<file path="config.mk">
export PLATFORM = sky130hd
export DESIGN_NAME = sst_div
export DESIGN_NICKNAME = d
export VERILOG_FILES = /design/src/design/sst_pkg.sv /design/src/design/sst_div.sv
export SDC_FILE = /design/constraint.sdc
export NUM_CORES = 1
export LEC_CHECK = 0
export ABC_CLOCK_PERIOD_IN_PS = 3970
export BUFFER_PORTS_ARGS = -buffer_cell sky130_fd_sc_hd__buf_2
export CORE_ASPECT_RATIO = 0.5
export CORE_MARGIN = 3
export CORE_UTILIZATION = 54
export DETAILED_ROUTE_END_ITERATION = 7
export GPL_TIMING_DRIVEN = 0
export PLACE_DENSITY = 0.8
export RECOVER_POWER = 100
export SLEW_MARGIN = 30
export SYNTH_ARGS = -nofsm -noshare
export SYNTH_HDL_FRONTEND = slang
export SYNTH_SLANG_ARGS = --single-unit
</file>
<file path="constraint.sdc">
create_clock -name clk_i -period 3.97 [get_ports clk_i]
set_input_delay 0.794 -clock clk_i [delete_from_list [all_inputs] [get_ports clk_i]]
set_output_delay 0.794 -clock clk_i [all_outputs]
set_load 0.05 [all_outputs]
</file>
<file path="src/design/sst_pkg.sv">
// Shared types and constants for the Sobel structure tensor window block.
// Used by sst_div and sobel_structure_tensor_window; depends on nothing.
package sst_pkg;

  localparam int unsigned MAX_WIDTH  = 2048;
  localparam int unsigned MAX_HEIGHT = 2048;
  localparam int unsigned COL_W      = $clog2(MAX_WIDTH);
  localparam int unsigned ROW_W      = $clog2(MAX_HEIGHT);
  localparam int unsigned REG_W      = 12;
  localparam int unsigned PIX_W      = 8;
  localparam int unsigned ACC_W      = 43;
  localparam int unsigned ACCS_W     = 44;
  localparam int unsigned CNT_W      = 23;
  localparam int unsigned FRAC_SH    = 10;                 // 65536 / 64
  localparam int unsigned DIV_W      = ACC_W + FRAC_SH;    // dividend bits
  localparam int unsigned Q_W        = 30;
  localparam int unsigned INFO_W     = 44;

  // configuration register indexes
  localparam logic [2:0] REG_WIDTH     = 3'd0;
  localparam logic [2:0] REG_HEIGHT    = 3'd1;
  localparam logic [2:0] REG_ROW_FIRST = 3'd2;
  localparam logic [2:0] REG_ROW_END   = 3'd3;
  localparam logic [2:0] REG_COL_FIRST = 3'd4;
  localparam logic [2:0] REG_COL_END   = 3'd5;

  typedef enum logic [3:0] {
    ST_IDLE,
    ST_READ,
    ST_MUL,
    ST_ACC,
    ST_DIV_XX,
    ST_DIV_XY,
    ST_DIV_YY,
    ST_PROD,
    ST_INFO,
    ST_OUT
  } state_e;

  // request to the shared divider
  typedef struct packed {
    logic               start;
    logic [DIV_W-1:0]   dividend;
    logic [CNT_W-1:0]   divisor;
  } div_req_t;

  // divider status
  typedef struct packed {
    logic               busy;
    logic               done;
    logic [DIV_W-1:0]   quotient;
  } div_rsp_t;

endpackage

</file>
<file path="src/design/sst_div.sv">
// Restoring unsigned divider, one quotient bit per cycle.
// Depends on sst_pkg.
module sst_div (
  input  logic              clk_i,
  input  logic              rst_ni,
  input  sst_pkg::div_req_t req_i,
  output sst_pkg::div_rsp_t rsp_o
);

  localparam int unsigned CW = $clog2(sst_pkg::DIV_W + 1);

  logic [sst_pkg::DIV_W-1:0] quo_q, quo_d;
  logic [sst_pkg::CNT_W-1:0] den_q, den_d;
  logic [sst_pkg::CNT_W:0]   rem_q, rem_d;
  logic [CW-1:0]             cnt_q, cnt_d;
  logic                      done_q, done_d;
  logic [sst_pkg::CNT_W:0]   rem_sh;

  // load a new request, else one shift-subtract step
  always_comb begin
    quo_d  = quo_q;
    den_d  = den_q;
    rem_d  = rem_q;
    cnt_d  = cnt_q;
    done_d = 1'b0;
    rem_sh = {rem_q[sst_pkg::CNT_W-1:0], quo_q[sst_pkg::DIV_W-1]};
    if (req_i.start) begin
      quo_d = req_i.dividend;
      den_d = req_i.divisor;
      rem_d = '0;
      cnt_d = CW'(sst_pkg::DIV_W);
    end else if (cnt_q != '0) begin
      if (rem_sh >= {1'b0, den_q}) begin
        rem_d = rem_sh - {1'b0, den_q};
        quo_d = {quo_q[sst_pkg::DIV_W-2:0], 1'b1};
      end else begin
        rem_d = rem_sh;
        quo_d = {quo_q[sst_pkg::DIV_W-2:0], 1'b0};
      end
      cnt_d = cnt_q - 1'b1;
      done_d = (cnt_q == CW'(1));
    end
  end

  always_ff @(posedge clk_i or negedge rst_ni) begin
    if (!rst_ni) begin
      cnt_q  <= '0;
      done_q <= 1'b0;
    end else begin
      cnt_q  <= cnt_d;
      done_q <= done_d;
    end
  end

  always_ff @(posedge clk_i) begin
    quo_q <= quo_d;
    den_q <= den_d;
    rem_q <= rem_d;
  end

  assign rsp_o.busy     = (cnt_q != '0);
  assign rsp_o.done     = done_q;
  assign rsp_o.quotient = quo_q;

endmodule

</file>
* Word-level counts from Yosys, hierarchy flattened *
Cells that the tools add are included.

word-level totals
  bits of input ports = 79
  flip-flop bits (word level) = 106

operators by class
  reductions and logical operators = 2
  muxes and demuxes = 8
  order comparisons = 1
  equality and inequality tests = 1
  add/sub/neg operators = 2

operators with widths
  operator                                           count
  two-way mux 53 bit                                 2
  >= comparator 24 x 23 -> 1 bit                     1
  two-way mux 23 bit                                 1
  subtractor 23 bit                                  1
  two-way mux 6 bit                                  2
  == test 6 x 1 -> 1 bit (second input constant)     1
  nonzero test 6 bit                                 1
  subtractor 6 x 1 -> 6 bit (second input constant)  1
  two-way mux 1 bit                                  3
  nonzero test 2 bit                                 1

* Longest topological paths before layout *
Gate-level depths: netlist of run 1.

  depth after elaboration = 4
  gate-level depth with buffers = 13
  depth with buffers taken out = 11

* Worst setup path before layout of run 1 *
Ideal clock, no wire load.

  path type = flip-flop to flip-flop
  from = reg cnt_q[0]
  to = reg quo_q[0] (netlist bit), enable pin
  path buffers = 2
  stages on the path, launching flop included = 9
  required time = 3563 ps
  arrival = 2539 ps
  setup time = 407 ps
  slack = 1024 ps
  cells stage by stage = dfrtp_1 inv_1 ha_1 and2_1 buf_2 inv_1 clkbuf_1 nor2_1 inv_1

on the way
  cells in the longest elaborated chain, start to end = 2

ends and longest elaborated chain
  element                              RTL line       text
  start: declaration                   sst_div.sv:15  logic [CW-1:0] cnt_q, cnt_d;
  start signal: assignment             sst_div.sv:50  cnt_q <= cnt_d;
  nonzero test 6 bit                   sst_div.sv:32  end else if (cnt_q != '0) begin
  nonzero test 2 bit (no source line)  --
  end signal: assignment               sst_div.sv:56  quo_q <= quo_d;
  end: declaration                     sst_div.sv:12  logic [sst_pkg::DIV_W-1:0] quo_q, quo_d;

No other way between the ends.
A chain may end at the register's enable or synchronous reset.

==> reports/results.tsv, run 1 <==
stage	metric	value	unit
timing	Max Transition Viols Final	0	
layout	Nets	722	
cts	post-cts sizing count	0	
detailed_routing	ratio of routed vias to standard cells	5.64	
detailed_routing	wire per inst	17.3	microns
logic_synthesis	most used flip-flop cell after synthesis	sky130_fd_sc_hd__edfxtp_1	
die	number of top-level pins	134	
cts	# Post-CTS Setup Buffers	0	
place	Detail Placement HPWL	9520	microns
timing	final critical-path required period	3.41	ns
timing	unrepaired setup endpoints after global routing	no	
detailed_routing	total number of vias	4268	
die	placement row count	25	
logic_synthesis	Async S/R FF share, synth	6.60	%
die	Starting Density	57.4	%
cts	number of buffers inserted during clock tree synthesis	9	
cts	TritonCTS clock tree	built	
worst_setup_path	biggest fanout along the worst timing path	10	
status	run status	completed	
logic_synthesis	synthesis-stage register bit count	106	
power_and_ir_drop	static leakage	2.77	nW
place	Port Buffer Count	133	
worst_setup_path	largest incremental delay on the critical path	0.53	ns
timing	worst-case hold slack	0.331	ns
logic_synthesis	cell count after synthesis	473	
layout	layout cell share with drive strength beyond 1	26.7	%
power_and_ir_drop	PD cells	581	mW/mm^2
worst_setup_path	data arrival time of the critical path	2.62	ns
worst_setup_path	critical path class	flop to output port	
detailed_routing	Total Wirelength	13100	microns
die	horizontal extent of the die	150	microns
logic_synthesis	EDFF count, synth	76	
timing	crit share post-route	86.0	%
cts	count of hold buffers inserted by post-cts repair	0	
cts	CTS H-tree depth	3	
logic_synthesis	Avg Synthesized Cell Area	11.9	sq um
worst_setup_path	Crit path max-delay family	buffers and inverters	
logic_synthesis	Yosys warning total	0	
grt	antenna violations before repair	1	
timing	Slew @ Worst Pin	1.09	ns
logic_synthesis	distinct cell type count after synthesis	55	
worst_setup_path	required time reported for the critical path endpoint	3.18	ns
worst_setup_path	Cell Chain, Critical Path	inv_1 -> ha_1 -> and2_1 -> buf_2 -> inv_1 -> clkbuf_1 -> clkbuf_1	
detailed_routing	number of nets still failing antenna checks after routing	0	
timing	endpoints failing setup	0	
logic_synthesis	area of the mapped netlist	0.00562	sq mm
die	DIE HEIGHT	78.2	microns
hold_path	class of the worst hold path	input port to asynchronous set/reset pin	
layout	area of the multi-input gates	0.00239	sq mm
timing	Hold Vio Cnt, Final	0	
place	global placer's final weighted congestion	0.892	
power_and_ir_drop	maximum ir drop on the vdd rail	245	uV
timing	normalized max-slew margin	27.1	%
layout	number of fillers in the final layout	811	
place	area after detailed placement	0.00646	sq mm
detailed_routing	1st-pass router iterations	7	
grt	aggregate global-route resource usage	23.1	%
cts	clock tree sinks	106	
cts	Root Buffer Master	sky130_fd_sc_hd__clkbuf_16	
grt	global route total overflow	0	
worst_setup_path	startpoint type of the worst setup path	flop	
worst_setup_path	kind of end point of the critical path	output port	
logic_synthesis	post-synthesis net count	578	
detailed_routing	count of routing violations after the opening detailed-route iteration	262	
cts	maximum count of clock buffers along a single path	2	
cts	clock transition at the registers of the reported paths	0.08	ns
detailed_routing	drc violations	0	
timing	highest clock rate	293	MHz
run	max-capacitance violation count	0	
layout	post-synthesis to final-layout area growth	17.3	%
worst_setup_path	slowest cell on the critical path	sky130_fd_sc_hd__clkbuf_1	
layout	Finished Cell Area	0.00660	sq mm
cts	source-to-sink clock delay at the later pin of the worst-skew pair	0.35	ns
die	die area	0.0118	sq mm
grt	wire length of the first global-routing pass	21400	microns
die	area of the core	0.00979	sq mm
logic_synthesis	sequential-to-total area share from yosys stat	51.9	%
layout	Inserted Diodes	0	
layout	Register Area	0.00292	sq mm
grt	pin count of the biggest net entering global routing	54	
worst_setup_path	buffer and inverter count on the worst path	5	
timing	worst setup skew after layout	0.00703	ns
grt	via count of the first global-routing pass	4255	
[layout make-up]
type,count,share of cell area (%)
Multi-Input combinational cell,312,36.2
Buffer,23,1.76
Tap cell,135,2.56
Timing Repair Buffer,133,9.03
Sequential cell,106,44.2
Inverter,32,1.82
Clock buffer,9,3.41
Clock inverter,7,0.987
[metrics by stage]
stage	worst slack [ns]	setup TNS [ns]	std cells	total power, mW	util, %
finish	0.555	0	757	3.83	67.4
global route	0.421	0	757	4.04	67.4
CTS	0.667	0	757	3.92	69.0
detailed placement	0.670	0	741	3.02	66.0
global placement	-0.156	-8.09	741	2.99	66.0
floorplan	1.02	0	473	2.68	-
[path summary, 6_finish.rpt]
kind | from | to | slack, ns | depth (start not counted)
max in group asynchronous | rst_ni | cnt_q[2]$_DFFE_PN0P_ | 3.36 | 1
min in group clk_i | rem_q[1]$_SDFFE_PP0P_ | rem_q[1]$_SDFFE_PP0P_ | 0.53 | 2
hold / removal | rst_ni | cnt_q[3]$_DFFE_PN0P_ | 0.33 | 1
setup / recovery | cnt_q[0]$_DFFE_PN0P_ | rsp_o[54] | 0.56 | 7
setup reg to reg | quo_q[52]$_DFFE_PP_ | rem_q[0]$_SDFFE_PP0P_ | 0.72 | 12
hold reg to reg | rem_q[1]$_SDFFE_PP0P_ | rem_q[1]$_SDFFE_PP0P_ | 0.53 | 2
[synth_stat cells, drive strengths merged, types with 9 or more instances]
master	count	area, sq um
clkbuf	14	52.6
ha	25	313
edfxtp	76	2280
nand2	25	93.8
inv	31	116
mux2	52	586
xnor2	14	123
a21oi	27	173
buf	9	78.8
a211oi	22	210
o21ai	23	119
nor2	38	143
dfxtp	23	460
[flip-flops by register name, indices dropped and copies added, names as in the netlist]
signal  count
cnt_q       6
den_q      23
done_q      1
quo_q      53
rem_q      23
[logic make-up after synthesis]
group           count (synthesis)  share of synthesized area [%]
compound gates                106                           14.5
xor+xnor                       21                           3.27
fa+ha+maj                      26                           5.92
buf+inv                        55                           4.47
flops                         106                           51.9
mux                            58                           11.5
simple gates                  101                           8.43
[per-layer routing]
| metal | part of all wire, % | GRT usage [%] | vias up | wire (microns) |
|---|---|---|---|---|
| met4 | 0.86 | 6.20 | 2 | 112 |
| met5 | 0.13 | 0 | - | 17 |
| met1 | 45 | 30.5 | 2076 | 5850 |
| met3 | 7.9 | 7.73 | 13 | 1030 |
| met2 | 46 | 36.7 | 146 | 6070 |
| li1 | - | - | 2031 | - |
[power breakdown]
group	leakage (nW)	total (mW)	switching (mW)	internal [mW]
registers	1.05	1.48	0.119	1.36
clock network	0.147	0.890	0.445	0.445
logic	1.57	1.46	0.901	0.556
total	2.77	3.83	1.46	2.36
[placed cells by master (no fill, tap or decap), drive strengths merged, types with 3 or more instances in the layout]
master  instances
clkbuf         83
buf            82
edfxtp         76
mux2           52
nor2           38
inv            37
a21oi          27
nand2          25
ha             25
dfxtp          23
o21ai          23
a211oi         22
xnor2          14
nor3            8
nand2b          8
xor2            7
dfrtp           7
mux2i           6
and3            5
nand4           4
nand3           4
o21bai          4
nor4            3
o21a            3
a21o            3
a31oi           3
o211a           3
o31a            3
No activity file was read; power rests on OpenSTA's default activity.
==> inputs of run 2 (changes only) <==
ABC_AREA = 1   (was not set)
CORE_UTILIZATION = 55   (was 54)
PLACE_DENSITY = 0.81   (was 0.8)
==> reports/results.tsv, run 2 <==
stage	metric	value	unit
logic_synthesis	sequential-to-total area share from yosys stat	48.2	%
timing	Slew @ Worst Pin	1.51	ns
worst_setup_path	startpoint type of the worst setup path	input port	
worst_setup_path	endpoint of the worst-slack reg-to-reg timing path	cnt_q[0]$_DFFE_PN0P_	
timing	setup TNS	0	ns
cts	source-to-sink clock delay at the later pin of the worst-skew pair	0.35	ns
timing	worst-case hold slack	0.330	ns
detailed_routing	count of routing violations after the opening detailed-route iteration	417	
logic_synthesis	most repeated cell in the gate-level netlist after synthesis	sky130_fd_sc_hd__nand2_1	
detailed_routing	drc violations	0	
logic_synthesis	cell count after synthesis	799	
logic_synthesis	Yosys warning total	0	
cts	post-cts sizing count	0	
grt	via count of the first global-routing pass	5191	
run	max-capacitance violation count	1	
layout	most frequent cells in the layout	sky130_fd_sc_hd__nand2_1, sky130_fd_sc_hd__inv_1, sky130_fd_sc_hd__buf_2	
layout	Nets	1048	
logic_synthesis	fraction of the mapped netlist area in simple logic gates	34.0	%
layout	post-synthesis to final-layout area growth	17.4	%
cts	# Post-CTS Setup Buffers	0	
timing	normalized max-slew margin	-0.544	%
cts	Root Buffer Master	sky130_fd_sc_hd__clkbuf_16	
timing	highest clock rate	337	MHz
worst_setup_path	reg2reg setup slack	1.40	ns
worst_setup_path	kind of end point of the critical path	flop	
layout	number of fillers in the final layout	937	
die	number of top-level pins	134	
cts	maximum count of clock buffers along a single path	2	
power_and_ir_drop	maximum ir drop on the vdd rail	256	uV
die	horizontal extent of the die	154	microns
logic_synthesis	complex-gate fraction of the synthesized area	2.29	%
logic_synthesis	Avg Synthesized Cell Area	7.58	sq um
die	Starting Density	57.8	%
logic_synthesis	cell type with the largest total area after synthesis	sky130_fd_sc_hd__edfxtp_1	
grt	wire length of the first global-routing pass	24000	microns
grt	pin count of the biggest net entering global routing	55	
layout	most flop-heavy register	quo_q	
worst_setup_path	critical path class	input port to flop	
detailed_routing	1st-pass router iterations	5	
logic_synthesis	top-area cell type share of the netlist area	37.7	%
timing	crit share post-route	74.8	%
logic_synthesis	dominant combinational cell family by area after synthesis	simple AND/OR/NAND/NOR gates	
detailed_routing	number of nets still failing antenna checks after routing	0	
layout	flip-flop count of the largest register after layout	53	
place	global placer's final weighted congestion	0.994	
worst_setup_path	Critical R2R Launch	cnt_q[0]$_DFFE_PN0P_	
logic_synthesis	area of the mapped netlist	0.00606	sq mm
grt	global route total overflow	0	
grt	antenna violations before repair	0	
layout	most frequent standard cell in the layout excluding fill and tap cells	sky130_fd_sc_hd__nand2_1	
place	Detail Placement HPWL	10900	microns
logic_synthesis	distinct cell type count after synthesis	33	
worst_setup_path	biggest fanout along the worst timing path	54	
worst_setup_path	required time reported for the critical path endpoint	3.95	ns
power_and_ir_drop	static leakage	3.63	nW
grt	aggregate global-route resource usage	23.9	%
place	Port Buffer Count	133	
timing	final critical-path required period	2.97	ns
cts	clock tree sinks	106	
timing	Hold Vio Cnt, Final	0	
worst_setup_path	data arrival time of the critical path	2.95	ns
logic_synthesis	Async S/R FF share, synth	6.60	%
detailed_routing	total number of vias	5443	
layout	Register Area	0.00292	sq mm
layout	largest registers ranked by flip-flop count	quo_q x53, den_q x23, rem_q x23	
logic_synthesis	XOR/XNOR share of the synthesized area	1.88	%
timing	worst setup skew after layout	0.0107	ns
logic_synthesis	most used flip-flop cell after synthesis	sky130_fd_sc_hd__edfxtp_1	
logic_synthesis	Commonest cells post-synth	sky130_fd_sc_hd__nand2_1, sky130_fd_sc_hd__inv_1, sky130_fd_sc_hd__edfxtp_1	
status	run status	complete, but fails checks	
worst_setup_path	number of cell instances on the worst register-to-register path	8	
die	placement row count	26	
cts	clock transition at the registers of the reported paths	0.07	ns
cts	CTS H-tree depth	3	
status	failing checks	max-capacitance violations, max-slew violations	
timing	endpoints failing setup	0	
timing	Max Transition Viols Final	28	
logic_synthesis	post-synthesis net count	904	
logic_synthesis	adder-cell share of the synthesized area	5.49	%
layout	layout cell share with drive strength beyond 1	12.8	%
die	area of the core	0.0105	sq mm
logic_synthesis	share of cell area taken by muxes after synthesis	0	%
power_and_ir_drop	PD cells	626	mW/mm^2
detailed_routing	wire per inst	13.2	microns
layout	Inserted Diodes	0	
cts	TritonCTS clock tree	built	
logic_synthesis	EDFF count, synth	76	
detailed_routing	ratio of routed vias to standard cells	5.00	
layout	area of the multi-input gates	0.00264	sq mm
die	DIE HEIGHT	80.2	microns
place	area after detailed placement	0.00690	sq mm
hold_path	class of the worst hold path	input port to asynchronous set/reset pin	
logic_synthesis	synthesis-stage register bit count	106	
detailed_routing	Total Wirelength	14400	microns
timing	unrepaired setup endpoints after global routing	no	
layout	Finished Cell Area	0.00711	sq mm
cts	number of buffers inserted during clock tree synthesis	9	
logic_synthesis	cell types with the largest area share after synthesis	sky130_fd_sc_hd__edfxtp_1, sky130_fd_sc_hd__nand2_1, sky130_fd_sc_hd__dfxtp_1	
die	die area	0.0124	sq mm
cts	count of hold buffers inserted by post-cts repair	0	
[run 2: changes by cell type in the layout (fill, tap and decap cells not counted), sizes merged, moves of 8 or more]
| cell | before | now |
|---|---|---|
| nor2 | 38 | 74 |
| nand2 | 25 | 382 |
| o21ai | 23 | 7 |
| nand3 | 4 | 34 |
| a211oi | 22 | 0 |
| mux2 | 52 | 0 |
| nand2b | 8 | 0 |
| a21oi | 27 | 15 |
| inv | 37 | 102 |
[run 2: where the power goes]
group	switching, mW	internal (mW)
Sequential	0.133	1.38
Clock	0.445	0.444
Combinational	1.36	0.690
[run 2: stage by stage]
| step | std cells | setup WS, ns | util (%) | total power [mW] |
|---|---|---|---|---|
| floorplan | 799 | 1.21 | - | 3.10 |
| global placement | 1072 | 0.513 | 65.9 | 3.52 |
| detailed placement | 1072 | 1.34 | 65.9 | 3.56 |
| CTS | 1088 | 1.39 | 68.7 | 4.45 |
| global route | 1088 | 0.610 | 67.9 | 4.78 |
| finish | 1088 | 1.00 | 67.9 | 4.45 |
[run 2: cell type report]
type	instances	area share, %
timing repair buffer	133	8.37
multi-input combinational	573	37.1
clock buffer	9	3.17
clock inverter	7	0.967
sequential	106	41.0
buffer	22	1.72
inverter	98	5.21
tap	140	2.46
[run 2: per-layer routing]
metal	share of wire, %	global-route usage, %
met5	0	0
met4	1.2	5.29
met3	6.6	6.08
met2	47	40.4
met1	46	31.5
[run 2: worst max-delay path by stage]
stage,cells past startpoint,slack [ns],from,endpoint
6_report,3,1.00,req_i[76],quo_q[1]$_DFFE_PP_
5_1_grt,3,0.61,req_i[76],quo_q[41]$_DFFE_PP_
4_1_cts,6,1.39,cnt_q[0]$_DFFE_PN0P_,rsp_o[54]
3_5_place_dp,5,1.34,req_i[76],quo_q[16]$_DFFE_PP_
3_3_place_gp,3,0.51,req_i[76],quo_q[29]$_DFFE_PP_
2_1_floorplan,7,1.21,cnt_q[0]$_DFFE_PN0P_,quo_q[0]$_DFFE_PP_
[run 2: cell families after synthesis]
kind of cell,after synthesis
compound gates,26
xor+xnor,13
fa+ha+maj,26
buf+inv,120
flops,106
simple gates,508
[run 2: critical path, cell delays in order]
cell and delay (ns):
sky130_fd_sc_hd__clkbuf_1 1.07, sky130_fd_sc_hd__nor2_1 0.42, sky130_fd_sc_hd__inv_4 0.63
==> inputs of run 3 (changes only) <==
ABC_CLOCK_PERIOD_IN_PS = 2390   (was 3970)
CORE_UTILIZATION = 50   (was 55)
PLACE_DENSITY = 0.77   (was 0.81)
clock period = 2.39 ns   (was 3.97 ns; I/O delays follow)
==> reports/results.tsv, run 3 (synthesis results as in run 2) <==
stage	metric	value	unit
place	placed cell count	1092	
worst_setup_path	Critical Path Source	quo_q[52]$_DFFE_PP_	
detailed_routing	1st-pass router iterations	6	
detailed_routing	Total Wirelength	15100	microns
place	area after detailed placement	0.00698	sq mm
detailed_routing	total number of vias	5505	
timing	crit share post-route	97.0	%
detailed_routing	ratio of routed vias to standard cells	4.91	
layout	layout cell share with drive strength beyond 1	15.6	%
hold_path	worst min-delay path startpoint	req_i[17]	
cts	TritonCTS clock tree	built	
place	Detail Placement HPWL	11200	microns
power_and_ir_drop	static leakage	3.73	nW
status	run status	completed	
layout	utilization of the core after routing	64.4	%
grt	global route total overflow	0	
grt	pin count of the biggest net entering global routing	32	
layout	Inserted Diodes	0	
layout	most flop-heavy register	quo_q	
die	DIE HEIGHT	83.8	microns
timing	Slew @ Worst Pin	0.672	ns
timing	normalized max-slew margin	55.2	%
timing	highest clock rate	431	MHz
worst_setup_path	slowest cell on the critical path	sky130_fd_sc_hd__edfxtp_1	
grt	wire length of the first global-routing pass	25200	microns
timing	Hold Vio Cnt, Final	0	
cts	number of buffers inserted during clock tree synthesis	9	
timing	final critical-path required period	2.32	ns
timing	Max Transition Viols Final	0	
layout	Finished Cell Area	0.00733	sq mm
run	max-capacitance violation count	0	
worst_setup_path	biggest fanout along the worst timing path	10	
place	Port Buffer Count	133	
layout	final non-filler cell total	1121	
grt	via count of the first global-routing pass	5268	
timing	worst setup skew after layout	0.00961	ns
layout	number of fillers in the final layout	1058	
timing	endpoints failing setup	0	
cts	source-to-sink clock delay at the later pin of the worst-skew pair	0.35	ns
die	placement row count	27	
layout	post-synthesis to final-layout area growth	21.1	%
layout	most frequent cells in the layout	sky130_fd_sc_hd__nand2_1, sky130_fd_sc_hd__inv_1, sky130_fd_sc_hd__buf_2	
cts	maximum count of clock buffers along a single path	2	
cts	CTS H-tree depth	3	
cts	Root Buffer Master	sky130_fd_sc_hd__clkbuf_16	
detailed_routing	drc violations	0	
grt	antenna violations before repair	0	
timing	PnR worst setup slack	0.0724	ns
layout	largest registers ranked by flip-flop count	quo_q x53, den_q x23, rem_q x23	
worst_setup_path	critical path class	flop to flop	
worst_setup_path	startpoint type of the worst setup path	flop	
die	number of top-level pins	134	
hold_path	class of the worst hold path	input port to flop	
worst_setup_path	required time reported for the critical path endpoint	2.64	ns
power_and_ir_drop	PD cells	1040	mW/mm^2
power_and_ir_drop	maximum ir drop on the vdd rail	415	uV
layout	flip-flop count of the largest register after layout	53	
place	setup slack at placement	-0.0389	ns
cts	clock transition at the registers of the reported paths	0.08	ns
worst_setup_path	Cell Chain, Critical Path	inv_1 -> ha_2 -> fa_2 -> inv_2 -> nand3_1 -> nand2_2 -> nand2_1 -> nand2_2 -> nand2_1 -> nand4_2 -> buf_8 -> buf_12 -> nand3_1 -> nand2_1 -> nand2_1	
detailed_routing	wire per inst	13.5	microns
worst_setup_path	data arrival time of the critical path	2.56	ns
die	area of the core	0.0114	sq mm
die	Starting Density	53.2	%
place	global placer's final weighted congestion	1.01	
worst_setup_path	kind of end point of the critical path	flop	
cts	clock tree sinks	106	
worst_setup_path	Worst path most repeated cell	sky130_fd_sc_hd__nand2_1	
die	horizontal extent of the die	162	microns
detailed_routing	count of routing violations after the opening detailed-route iteration	410	
die	die area	0.0136	sq mm
worst_setup_path	largest incremental delay on the critical path	0.38	ns
worst_setup_path	Critical R2R Launch	quo_q[52]$_DFFE_PP_	
layout	Nets	1062	
grt	aggregate global-route resource usage	22.7	%
detailed_routing	number of nets still failing antenna checks after routing	0	
power_and_ir_drop	post-layout total power	7.64	mW
layout	most frequent standard cell in the layout excluding fill and tap cells	sky130_fd_sc_hd__nand2_1	
[run 3: changes by cell type in the layout (fill, tap and decap cells not counted), moves of 2 or more]
cell | before | now
sky130_fd_sc_hd__buf_6 | 3 | 0
sky130_fd_sc_hd__inv_2 | 1 | 3
sky130_fd_sc_hd__nand3_1 | 34 | 32
sky130_fd_sc_hd__buf_12 | 0 | 3
sky130_fd_sc_hd__clkbuf_2 | 0 | 4
sky130_fd_sc_hd__o21ai_1 | 1 | 5
sky130_fd_sc_hd__o21ai_0 | 6 | 2
sky130_fd_sc_hd__ha_1 | 25 | 23
sky130_fd_sc_hd__clkbuf_1 | 71 | 67
sky130_fd_sc_hd__inv_1 | 96 | 93
sky130_fd_sc_hd__buf_4 | 1 | 10
sky130_fd_sc_hd__nand3_2 | 0 | 2
sky130_fd_sc_hd__nor2_1 | 59 | 57
[run 3: final timing paths]
path	to	depth (start not counted)	slack [ns]
setup reg to reg	rem_q[15]$_SDFFE_PP0P_	15	0.07
min in group asynchronous	cnt_q[5]$_DFFE_PN0P_	2	0.56
hold / removal	den_q[17]$_DFFE_PP_	1	0.30
setup / recovery	rem_q[15]$_SDFFE_PP0P_	15	0.07
max in group asynchronous	cnt_q[0]$_DFFE_PN0P_	2	1.56
hold reg to reg	rem_q[5]$_SDFFE_PP0P_	2	0.47
[run 3: layer usage]
metal  track usage [%]  part of all wire [%]  up-vias
met2              37.4                    45      196
met5                 0                     0        -
met3              5.35                   8.2       18
met4              5.80                   1.4        0
li1                  -                     -     2798
met1              30.4                    45     2493
[run 3: area by class of cell]
type,instances,area [sq um],share of cell area [%]
inverter,98,372,5.07
clock buffer,9,225,3.07
tap,159,199,2.71
sequential,106,2920,39.8
multi-input combinational,573,2690,36.7
clock inverter,7,68.8,0.938
buffer,22,150,2.05
timing repair buffer,146,704,9.61
timing repair inverter,1,7.51,0.102
[run 3: stage by stage]
step	hold WS (ns)	setup TNS, ns
floorplan	0.182	-1.16
global placement	0.320	-22.75
detailed placement	0.318	-1.19
CTS	0.293	0
global route	0.292	-0.668
finish	0.301	0
[run 3: report_power, final]
group / internal, mW / switching (mW)
Sequential: 2.30 / 0.230
Clock: 0.739 / 0.746
Combinational: 1.32 / 2.31
Total: 4.36 / 3.28
[run 3: worst max-delay path, delay by kind of cell, from the launching register on]
family,cells,cell delay (ns)
adder cells (fa/ha/maj),2,0.57
AND/OR/NAND/NOR,9,0.82
buffers and inverters,4,0.44
flip-flops,1,0.38
[run 3: repair_timing]
action / CTS / global route
buffers inserted: 0 / 11
pin swaps: 0 / 2
resized for setup: 2 / 9
endpoints found under the setup margin: 32 / 67
hold endpoints to repair: 7 / 0
hold buffers: 1 / 0
cloned: 1 / 0
